--- src/rtl/core/assert_macros.svh ---
// Assertion macros shared by the RTL of the stack machine execute block.
// Depends on nothing; the macros expand to nothing in synthesis builds.
`ifndef ASSERT_MACROS_SVH
`define ASSERT_MACROS_SVH
`ifndef SYNTHESIS
// Same-cycle implication, checked outside reset.
`define SMX_ASSERT_IMP(lbl, clk, rstn, ante, cons) \
    lbl: assert property (@(posedge clk) disable iff (!(rstn)) (ante) |-> (cons)) \
        else $error("assertion failed: same-cycle implication");
// Next-cycle implication, checked outside reset.
`define SMX_ASSERT_NXT(lbl, clk, rstn, ante, cons) \
    lbl: assert property (@(posedge clk) disable iff (!(rstn)) (ante) |=> (cons)) \
        else $error("assertion failed: next-cycle implication");
`else
`define SMX_ASSERT_IMP(lbl, clk, rstn, ante, cons)
`define SMX_ASSERT_NXT(lbl, clk, rstn, ante, cons)
`endif
`endif

--- src/rtl/core/smx_regfile.sv ---
// General register file with per-entry valid bits so entries read as zero
// after reset. Registered read data. Depends on nothing.
`timescale 1ns / 1ps

module smx_regfile #(
    parameter int NUM_REGS = 8
) (
    input  logic                        i_clk,
    input  logic                        i_rst_n,
    input  logic                        i_we,
    input  logic [$clog2(NUM_REGS)-1:0] i_waddr,
    input  logic [31:0]                 i_wdata,
    input  logic [$clog2(NUM_REGS)-1:0] i_raddr,
    output logic [31:0]                 o_rdata
);

    logic [31:0]         r_mem [NUM_REGS];
    logic [NUM_REGS-1:0] r_valid;
    logic [31:0]         r_rdata;

    always_ff @(posedge i_clk) begin
        if (!i_rst_n) begin
            r_valid <= '0;
        end else if (i_we) begin
            r_valid[i_waddr] <= 1'b1;
        end
    end

    always_ff @(posedge i_clk) begin
        if (i_we) begin
            r_mem[i_waddr] <= i_wdata;
        end
        r_rdata <= r_valid[i_raddr] ? r_mem[i_raddr] : 32'd0;
    end

    assign o_rdata = r_rdata;

endmodule

--- config.mk ---
export PLATFORM = sky130hd
export DESIGN_NAME = smx_regfile
export DESIGN_NICKNAME = d
export VERILOG_FILES = /design/src/rtl/core/assert_macros.svh /design/src/rtl/core/smx_regfile.sv
export SDC_FILE = /design/constraint.sdc
export NUM_CORES = 1
export LEC_CHECK = 0
export BUFFER_PORTS_ARGS = -buffer_cell sky130_fd_sc_hd__buf_2
export CAP_MARGIN = 25
export CORE_UTILIZATION = 59
export DETAILED_ROUTE_END_ITERATION = 12
export GPL_TIMING_DRIVEN = 0
export PLACE_DENSITY = 0.8
export SLEW_MARGIN = 15
export SYNTH_ARGS = -nofsm -noshare
export SYNTH_HDL_FRONTEND = slang
export SYNTH_SLANG_ARGS = --single-unit
export TNS_END_PERCENT = 10
--- constraint.sdc ---
create_clock -name i_clk -period 4.1 [get_ports i_clk]
set_input_delay 0.41 -clock i_clk [delete_from_list [all_inputs] [get_ports i_clk]]
set_output_delay 0.41 -clock i_clk [all_outputs]
set_load 0.005 [all_outputs]
==> results.md <==
- By instance count, the leading cell after synthesis is sky130_fd_sc_hd__edfxtp_1.
- The first global-routing pass estimated ~31 mm of wire.
- The flow ran to the end, and the final reports show no timing, DRC or antenna violations.
- The layout cell share with drive strength beyond 1 is 0.3614.
- The number of detailed-route iterations in the first pass is 4.
- The remaining antenna violation count after routing is 0.
- The top-area cell type share of the netlist area is 0.7163.
- The worst-case headroom to the max-slew limit is 0.4628.
- The largest net degree at the start of global routing is 23.
- Along the worst path, the maximum fanout reaches 9.
- The CTS tree is yes.
- Yosys attributes the largest share of cell area to sky130_fd_sc_hd__edfxtp_1 72%, sky130_fd_sc_hd__mux4_2 13%, sky130_fd_sc_hd__dfxtp_1 7.5%, sky130_fd_sc_hd__mux2i_1 3.0%, sky130_fd_sc_hd__nor2_1 1.3%.
- The final count of hold timing violations is 0.
- The classification of the worst setup path is input pin to flop.
- Of the available clock period, the critical path in the final layout requires 0.4479.
- The final core area utilization is 0.7207.
- In this run the horizontal extent of the chip is approximately 140 µm.
- The largest area contributor in the synthesized netlist is sky130_fd_sc_hd__edfxtp_1.
- The mean instance size in the synthesized netlist is between 20 and 25 µm².
- Routability-driven placement finished with a final weighted congestion of around 0.69.
- The net switching power is around 1.3 mW.
- The largest single stage delay on the critical path is approximately 0.56 ns.
- After clock tree synthesis, the flow added hold-fix buffers numbering 0.
- The initial antenna violation count is 0.
- The post-cts resize count is 0.
- The worst clock skew on the final layout is around 0.011 ns.
- The path category of the worst min-delay check is input pin to flop.
- The standard-cell row count is 48.
- The via count of the first global-routing pass was 5362.
- Ranked by instance count, the synthesized netlist is headed by 256 x sky130_fd_sc_hd__edfxtp_1, 64 x sky130_fd_sc_hd__mux4_2, 40 x sky130_fd_sc_hd__dfxtp_1, 38 x sky130_fd_sc_hd__nor2_1, 32 x sky130_fd_sc_hd__mux2i_1.
- The starting utilization of the core area is 0.6120.
- The detailed-route wire length per cell is 24.73 µm.
- The clock share of power is 0.427.
- In this run, synthesis produced a sequential element count of around 300.
- The final layout contains routed wiring with a total length of a little over 20 mm.
- The internal portion of the total power is about 5.2 mW.
- The longest clock path from root to sink contains 3 buffers.
- The number of maximum-capacitance violations is 0.
- The part of the Yosys area used for sequential elements is 0.7909.
- The distinct cell type count after synthesis is 15.
- The worst setup path is launched from an input pin.
- Walking the worst path, the cells encountered are buf_2, nand2b_1, nor3_2, buf_6, buf_4, buf_4.
- The most common flop cell mapped by yosys is sky130_fd_sc_hd__edfxtp_1.
- The cell area after placement is 11630 µm².
- The number of nets handed over by synthesis was approximately 510.
- The final count of pins violating max slew is 0.
- Setup repair after global routing left no endpoint under its margin.
- The number of remaining DRC errors is 0.
- The combined area of all synthesized cells is 10730 µm².
- For this run the aggregate overflow at the end of global routing stands at 0.
- The number of port buffers is 69.
- The cell count after synthesis came out at 470.
- The actual transition at the worst max-transition pin is roughly 0.80 ns.
- During synthesis, Yosys emitted a total of 0 warnings.
- The overall fraction of global-route tracks in use is 0.2338.
- At the end of the flow, the number of nets in the layout was roughly 630.
- The area added between synthesis and finish is 17.75%.
- STA puts the critical path data required time at about 4.3 ns.
- between 70 and 80 I/O pins were placed.
- The via count is approximately 5000.
- The number of sinks driven by the clock tree is between 200 and 300.
- For this design the static power due to leakage is 4.385 nW.
- Across the VDD grid, the largest voltage drop is around 0.44 mV.
- The routed design could run at a clock period as short as around 1.8 ns.
- Dividing the detail-routed via count by the number of cells gives between 6 and 7.
- The detailed placer's ending HPWL is 12.00 mm.
- The relative contribution of combinational cells to total power is 0.049.
- Summing all non-filler instances in the final layout gives an area of between 10000 and 15000 µm².
- Derived from the worst setup path, the maximum achievable clock frequency is roughly 540 MHz.
- In the synthesized netlist the async set-or-reset flop fraction comes to 0.
- The number of DRC markers after the initial detailed-route iteration is ~350.
- The number of setup buffers added after CTS is 0.
- In this run the standard cell core region covers ~18000 µm².
- The clock slew at the register clock pins of the worst setup and hold paths is approximately 0.060 ns.
- Data on the critical path arrives at its endpoint at approximately 2.1 ns.
- The kind of end point of the critical path is a flop.
- Dividing total power by cell area gives a power density of 513.1 nW/µm².
- The critical path contains buffers and inverters numbering 4 combined.
- The die is 136.9 µm tall.
- The setup violation total in the final timing report is 0.
- The share of total power consumed by net switching is 0.1966.
- The repair_antennas step left the layout with diodes totalling 0.
- The die covers approximately 19000 µm².
- The part of the total power dissipated in sequential elements is 0.524.
- The library cell appearing most often on the critical path is sky130_fd_sc_hd__buf_4.
- The total CTS buffers is 29.
- The cell family contributing the most delay on the critical path is simple AND/OR/NAND/NOR gates.
- The slowest cell on the critical path is sky130_fd_sc_hd__nor3_2.
- The H-tree level count is 1.
- The clock tree root buffer cell is sky130_fd_sc_hd__clkbuf_16.
- In this run, synthesis inferred roughly 260 flip-flops with an integrated enable.
- The insertion delay to the later sink of the worst-skew pair is around 0.54 ns.
[kinds of logic after synthesis]
family | Yosys count | synth area share
compound gates | 8 | 0.005596
buf+inv | 22 | 0.01574
flops | 296 | 0.7909
mux | 99 | 0.1711
simple gates | 45 | 0.01667
[per-stage QoR]
| stage | hold slack [ns] | worst slack (ns) | total power [mW] | cells | setup TNS (ns) |
|---|---|---|---|---|---|
| after CTS | 0.1164 | 2.230 | 6.516 | 831 | 0 |
| after global routing | 0.1206 | 2.174 | 6.659 | 831 | 0 |
| after floorplan | 0.4324 | 0.7908 | 3.643 | 470 | 0 |
| final | 0.1264 | 2.264 | 6.484 | 831 | 0 |
| after global placement | 0.4401 | -1.495 | 3.745 | 764 | -92.29 |
| after detailed placement | 0.4578 | 1.662 | 3.778 | 778 | 0 |
[cell type report]
cell class	count	area [µm²]
Sequential cell	296	8488
Tap cell	225	281.5
Clock inverter	19	251.5
Buffer	22	168.9
Timing Repair Buffer	83	563.0
Fill cell	998	4898
Multi-Input combinational cell	152	2131
Clock buffer	34	754.5
[registers in the layout, indices dropped and copies added, names as in the netlist]
register,cells
r_mem,256
o_rdata,32
r_valid,8
[routing by layer]
layer	up-vias	global-route usage	part of all wire
met5	-	0	0
met4	0	0.07875	0.023
met3	44	0.03963	0.060
met2	203	0.3948	0.52
met1	2638	0.3130	0.39
li1	2163	-	-
[placed cells by master, fill, tap and decap left out, types with 2 or more instances in the layout]
cell type	n
sky130_fd_sc_hd__clkinv_2	4
sky130_fd_sc_hd__clkbuf_1	6
sky130_fd_sc_hd__mux4_1	2
sky130_fd_sc_hd__dfxtp_1	40
sky130_fd_sc_hd__buf_16	3
sky130_fd_sc_hd__buf_12	3
sky130_fd_sc_hd__mux2i_1	32
sky130_fd_sc_hd__buf_6	14
sky130_fd_sc_hd__nor2_1	32
sky130_fd_sc_hd__bufinv_16	6
sky130_fd_sc_hd__clkinvlp_4	2
sky130_fd_sc_hd__nor3_2	2
sky130_fd_sc_hd__inv_6	2
sky130_fd_sc_hd__nor2_4	6
sky130_fd_sc_hd__buf_4	4
sky130_fd_sc_hd__nand2b_1	3
sky130_fd_sc_hd__clkbuf_16	29
sky130_fd_sc_hd__clkinv_1	5
sky130_fd_sc_hd__nand2_1	2
sky130_fd_sc_hd__mux4_2	64
sky130_fd_sc_hd__edfxtp_1	256
sky130_fd_sc_hd__buf_2	78
sky130_fd_sc_hd__o21a_1	8
[power groups by stage]
| stage | Sequential (mW) | Combinational [mW] | Clock, mW |
|---|---|---|---|
| after global routing | 3.40 | 0.344 | 2.91 |
| after CTS | 3.40 | 0.325 | 2.80 |
| final | 3.40 | 0.321 | 2.77 |
| after floorplan | 3.45 | 0.190 | 0 |
| after detailed placement | 3.46 | 0.321 | 0 |
| after global placement | 3.45 | 0.290 | 0 |
[path summary, 6_finish.rpt]
path | start | to | slack, ns | depth (start not counted)
max reg2reg | r_valid[3] | o_rdata[3] | 2.49 | 4
max | i_waddr[2] | r_mem[0][29] | 2.26 | 6
min | i_wdata[4] | r_mem[7][4] | 0.13 | 1
min reg2reg | r_valid[1] | r_valid[1] | 0.47 | 1
No activity file was read; power rests on OpenSTA's default activity.
