### src/rtl/core/assert_macros.svh
// Assertion macros shared by the RTL of the stack machine execute block.
// Depends on nothing; the macros expand to nothing in synthesis builds.
`ifndef ASSERT_MACROS_SVH
`define ASSERT_MACROS_SVH
`ifndef SYNTHESIS
// Same-cycle implication, checked outside reset.
`define SMX_ASSERT_IMP(lbl, clk, rstn, ante, cons) \
    lbl: assert property (@(posedge clk) disable iff (!(rstn)) (ante) |-> (cons)) \
        else $error("assertion failed: same-cycle implication");
// Next-cycle implication, checked outside reset.
`define SMX_ASSERT_NXT(lbl, clk, rstn, ante, cons) \
    lbl: assert property (@(posedge clk) disable iff (!(rstn)) (ante) |=> (cons)) \
        else $error("assertion failed: next-cycle implication");
`else
`define SMX_ASSERT_IMP(lbl, clk, rstn, ante, cons)
`define SMX_ASSERT_NXT(lbl, clk, rstn, ante, cons)
`endif
`endif

### src/rtl/core/smx_pkg.sv
// Package for the stack machine execute block: opcodes, error codes,
// sequencer states and the divider request/response structs. No dependencies.
`timescale 1ns / 1ps

package smx_pkg;

    typedef enum logic [3:0] {
        OP_HALT = 4'd0,
        OP_PUSH = 4'd1,
        OP_LOAD = 4'd2,
        OP_POP  = 4'd3,
        OP_ADD  = 4'd4,
        OP_SUB  = 4'd5,
        OP_MUL  = 4'd6,
        OP_DIV  = 4'd7,
        OP_SET  = 4'd8
    } t_opcode;

    typedef enum logic [2:0] {
        ERR_NONE      = 3'd0,
        ERR_OVERFLOW  = 3'd1,
        ERR_UNDERFLOW = 3'd2,
        ERR_DIV_ZERO  = 3'd3,
        ERR_BAD_REG   = 3'd4,
        ERR_BAD_OP    = 3'd5
    } t_err;

    typedef enum logic [6:0] {
        S_IDLE = 7'b0000001,
        S_EXEC = 7'b0000010,
        S_RD   = 7'b0000100,
        S_RD2  = 7'b0001000,
        S_MUL  = 7'b0010000,
        S_DIV  = 7'b0100000,
        S_OUT  = 7'b1000000
    } t_state;

    // Instruction word lengths
    localparam logic [31:0] LEN_ONE   = 32'd1;
    localparam logic [31:0] LEN_TWO   = 32'd2;
    localparam logic [31:0] LEN_THREE = 32'd3;

    localparam int DIV_STEPS = 32;

    typedef struct packed {
        logic        start;
        logic [31:0] dividend;
        logic [31:0] divisor;
    } t_div_req;

    typedef struct packed {
        logic        done;
        logic [31:0] quotient;
    } t_div_rsp;

endpackage

### src/rtl/core/smx_div.sv
// Signed 32-bit divider, truncating toward zero, one quotient bit a cycle.
// Depends on smx_pkg for the request/response structs.
`timescale 1ns / 1ps

module smx_div
    import smx_pkg::*;
(
    input  logic     i_clk,
    input  logic     i_rst_n,
    input  t_div_req i_req,
    output t_div_rsp o_rsp
);

    logic        r_busy;
    logic        r_done;
    logic [5:0]  r_cnt;
    logic [31:0] r_rem;
    logic [31:0] r_quo;
    logic [31:0] r_dvs;
    logic        r_neg;
    logic [31:0] r_q;

    logic [31:0] w_dvd_abs;
    logic [31:0] w_dvs_abs;
    logic [32:0] w_shift;
    logic [32:0] w_diff;
    logic        w_ge;

    // Magnitudes; the most negative value maps to 2^31, which fits unsigned.
    assign w_dvd_abs = i_req.dividend[31] ? (32'd0 - i_req.dividend) : i_req.dividend;
    assign w_dvs_abs = i_req.divisor[31]  ? (32'd0 - i_req.divisor)  : i_req.divisor;

    assign w_shift = {r_rem, r_quo[31]};
    assign w_ge    = (w_shift >= {1'b0, r_dvs});
    assign w_diff  = w_shift - {1'b0, r_dvs};

    always_ff @(posedge i_clk) begin
        if (!i_rst_n) begin
            r_busy <= 1'b0;
            r_done <= 1'b0;
            r_cnt  <= '0;
        end else begin
            r_done <= 1'b0;
            if (i_req.start) begin
                r_busy <= 1'b1;
                r_cnt  <= 6'(DIV_STEPS);
            end else if (r_busy) begin
                if (r_cnt != 6'd0) begin
                    r_cnt <= r_cnt - 6'd1;
                end else begin
                    r_busy <= 1'b0;
                    r_done <= 1'b1;
                end
            end
        end
    end

    always_ff @(posedge i_clk) begin
        if (i_req.start) begin
            r_rem <= 32'd0;
            r_quo <= w_dvd_abs;
            r_dvs <= w_dvs_abs;
            r_neg <= i_req.dividend[31] ^ i_req.divisor[31];
        end else if (r_busy) begin
            if (r_cnt != 6'd0) begin
                r_rem <= w_ge ? w_diff[31:0] : w_shift[31:0];
                r_quo <= {r_quo[30:0], w_ge};
            end else begin
                // Apply sign; min-int over minus one wraps back to min-int
                r_q <= r_neg ? (32'd0 - r_quo) : r_quo;
            end
        end
    end

    assign o_rsp.done     = r_done;
    assign o_rsp.quotient = r_q;

endmodule

### config.mk
export PLATFORM = sky130hd
export DESIGN_NAME = smx_div
export DESIGN_NICKNAME = d
export VERILOG_FILES = /design/src/rtl/core/assert_macros.svh /design/src/rtl/core/smx_pkg.sv /design/src/rtl/core/smx_div.sv
export SDC_FILE = /design/constraint.sdc
export NUM_CORES = 1
export LEC_CHECK = 0
export ABC_CLOCK_PERIOD_IN_PS = 3800
export BUFFER_PORTS_ARGS = -buffer_cell sky130_fd_sc_hd__buf_2
export CORE_MARGIN = 8
export CORE_UTILIZATION = 55
export CTS_BUF_LIST = sky130_fd_sc_hd__clkbuf_4
export DETAILED_ROUTE_END_ITERATION = 8
export PLACE_DENSITY = 0.86
export SYNTH_ARGS = -nofsm -noshare
export SYNTH_HDL_FRONTEND = slang
export SYNTH_SLANG_ARGS = --single-unit
### constraint.sdc
create_clock -name i_clk -period 3.8 [get_ports i_clk]
set_input_delay 0.38 -clock i_clk [delete_from_list [all_inputs] [get_ports i_clk]]
set_output_delay 0.38 -clock i_clk [all_outputs]
set_load 0.005 [all_outputs]
==> flow_summary_export.csv <==
group,metric,value,unit
status,status,"completed",
route,first_pass_iters,5,
power_and_ir_drop,p_sw,0.931,mW
cells_and_area,drive_above_1_share,0.159,
sta,relSlewSlack,0.378,
power_and_ir_drop,internal_power,2.32,mW
grt,grt_max_degree,68,
die,die-area,19800,sq um
clock_network,cts.sinks,137,
setup_path,cpPeakStageDelay,620,ps
grt,grt_first_pass_wirelength,30.9,mm
synthesis,synth_warnings,0,
placed_design,hpwl,14.5,mm
clock_network,cts_tree,"yes",
sta,setup_viol,0,
die,rows,45,
route,first_iter_violations,502,
clock_network,clk_latency,560,ps
power_and_ir_drop,power.share.combinational,0.176,
sta,fin_tns_setup,0,ps
synthesis,synth_flop_cell,"edfxtp_1",
setup_path,cp_slowest_cell,"or4_1",
synthesis,synth_cell_types,61,
placed_design,portBuffers,99,
placed_design,place_congestion,0.885,
synthesis,netlist_top_cells_area,"edfxtp_1 (34%), dfxtp_1 (9.3%), xnor2_1 (8.1%)",
sta,fmax,294,MHz
synthesis,yosys.area.top_type,"edfxtp_1",
synthesis,syn_nets,992,
route,routed_wl,19.0,mm
setup_path,crit_buf_inv,0,
clock_network,cts_root_buf,"clkbuf_4",
power_and_ir_drop,seqPwrFrac,0.557,
synthesis,syn_area_per_cell,9.67,sq um
clock_network,clockBufferDepth,2,
cells_and_area,area_delta_synth_final,10.8,%
route,drcViolationCount,0,
route,vias,6927,
power_and_ir_drop,ir_drop,0.191,mV
clock_network,cts.clk_slew.worst_paths,120,ps
grt,overflow,0,
clock_network,post_cts_resized,0,
sta,layout_min_cycle_time,3410,ps
route,ant_nets,0,
synthesis,ys_seq_area_frac,0.433,
power_and_ir_drop,power_density,342,nW/um^2
clock_network,cts_hold_buf,0,
synthesis,synth-async-reset-ratio,0,
synthesis,synth-seq-cells,137,
power_and_ir_drop,p_leak,3.76,nW
power_and_ir_drop,swShare,0.286,
grt,antenna_found_initial,4,
setup_path,endpoint_kind,"flop",
synthesis,netlist.area_leader.share,0.340,
synthesis,postSynthCellCount,887,
clock_network,post_cts_buffers,0,
setup_path,cp.arrival,3730,ps
die,die_h,141,um
sta,skew,14.2,ps
setup_path,cp.required,4120,ps
setup_path,path_delay_family,"simple AND/OR/NAND/NOR gates",
sta,hold_viol,0,
die,pin_count,100,
sta,worst_slew_pin_slew,934,ps
placed_design,dpl.cell_count,1145,
synthesis,synthTopCellsByCount,"edfxtp_1 (97), nand2_1 (86), xnor2_1 (79), a21oi_1 (63), o21ai_0 (63)",
clock_network,htreeDepth,4,
grt,grt_use_total,0.193,
synthesis,syn_area,8570,sq um
setup_path,reg2reg_slack,390,ps
grt,grt_pass1_vias,6684,
cells_and_area,instances_no_fill,1179,
setup_path,path_cells,"or4_1 -> nor4_1 -> nand2_1 -> or3_1 -> or4_1 -> or4_1 -> o31ai_1 -> xnor2_1",
cells_and_area,final_nets,1081,
setup_path,crit_fanout,4,
clock_network,cts_buffers,17,
route,avgViaCountPerCell,5.88,
die,start_util,0.564,
synthesis,synth_edf_count,97,
setup_path,cp-start-kind,"flop",
synthesis,yosysMostFrequentCell,"edfxtp_1",
job,cap_violations,0,
sta,rsz0062_at_grt,"false",
die,core,15200,sq um
die,die_w,141,um
route,wl_per_cell,16.1,um
min_path,min_path_type,"primary input to flop",
cells_and_area,final_util,0.625,
sta,fin_crit_sh,0.896,
setup_path,path_class,"flop to flop",
setup_path,cp_common_cell,"or4_1",
sta,finalMaxSlewViolations,0,
power_and_ir_drop,pwr-share-clk,0.267,
-- per-stage QoR --
| stage | total power [mW] | worst slack (ps) | cell area (sq um) | hold slack, ps |
|---|---|---|---|---|
| finish | 3.25 | 395 | 9500 | 40.8 |
| global route | 3.40 | 226 | 9500 | 3.93 |
| CTS | 3.27 | 408 | 9490 | 8.46 |
| detailed placement | 2.41 | 135 | 9240 | 450 |
| global placement | 2.39 | 208 | 9240 | 440 |
| floorplan | 2.22 | 209 | 8570 | 426 |
-- cell families after synthesis --
| logic type | Yosys count | share of synthesized area |
|---|---|---|
| xor gates and xnor gates | 119 | 0.122 |
| DFF | 137 | 0.433 |
| muxes | 25 | 0.0293 |
| and+or+nand+nor | 251 | 0.146 |
| buffers and inverters | 82 | 0.0366 |
| adders and majority gates | 38 | 0.0563 |
| AOI/OAI and AO/OA | 235 | 0.177 |
-- metal layers --
layer	track usage	vias to the layer above	share of wire
li1	-	3421	-
met1	0.226	3238	0.41
met2	0.334	231	0.50
met3	0.0469	33	0.064
met4	0.0775	4	0.023
met5	0	-	0.0012
-- sequential cells by signal (all words and copies together) (netlist names) --
| register | flops |
|---|---|
| r_dvs | 32 |
| r_q | 32 |
| r_quo | 32 |
| r_rem | 32 |
| r_cnt | 6 |
| r_busy | 1 |
| r_done | 1 |
| r_neg | 1 |
-- final timing paths --
kind                   from         to  cells after the start
setup reg to reg  r_quo[10]    r_q[28]                      8
setup / recovery  r_quo[10]    r_q[28]                      8
hold reg to reg   r_rem[31]  r_rem[31]                      2
hold / removal     i_req[0]   r_dvs[0]                      1
-- final cells by class --
type,instances,area (sq um)
multi-input combinational,668,4550
clock inverter,12,103
clock buffer,20,150
fill,1225,5700
timing repair buffer,107,571
sequential,137,3710
tap,188,235
antenna,2,5.00
inverter,45,169
-- placed cells by master, fill, tap and decap left out, types with 30 or more instances in the layout --
master	instances
a21oi_1	63
nand2_1	86
buf_2	98
o31ai_1	30
o21ai_0	63
inv_1	45
nor2_1	58
edfxtp_1	97
xor2_1	40
xnor2_1	79
dfxtp_1	40
ha_1	37
-- power groups by stage --
stage | Combinational [mW] | Clock, mW | Sequential [mW]
6_report | 0.571 | 0.868 | 1.81
5_1_grt | 0.633 | 0.945 | 1.83
4_1_cts | 0.570 | 0.884 | 1.81
3_5_place_dp | 0.568 | 0 | 1.85
3_3_place_gp | 0.548 | 0 | 1.84
2_1_floorplan | 0.397 | 0 | 1.82
Power figures use the tool's default switching activity.
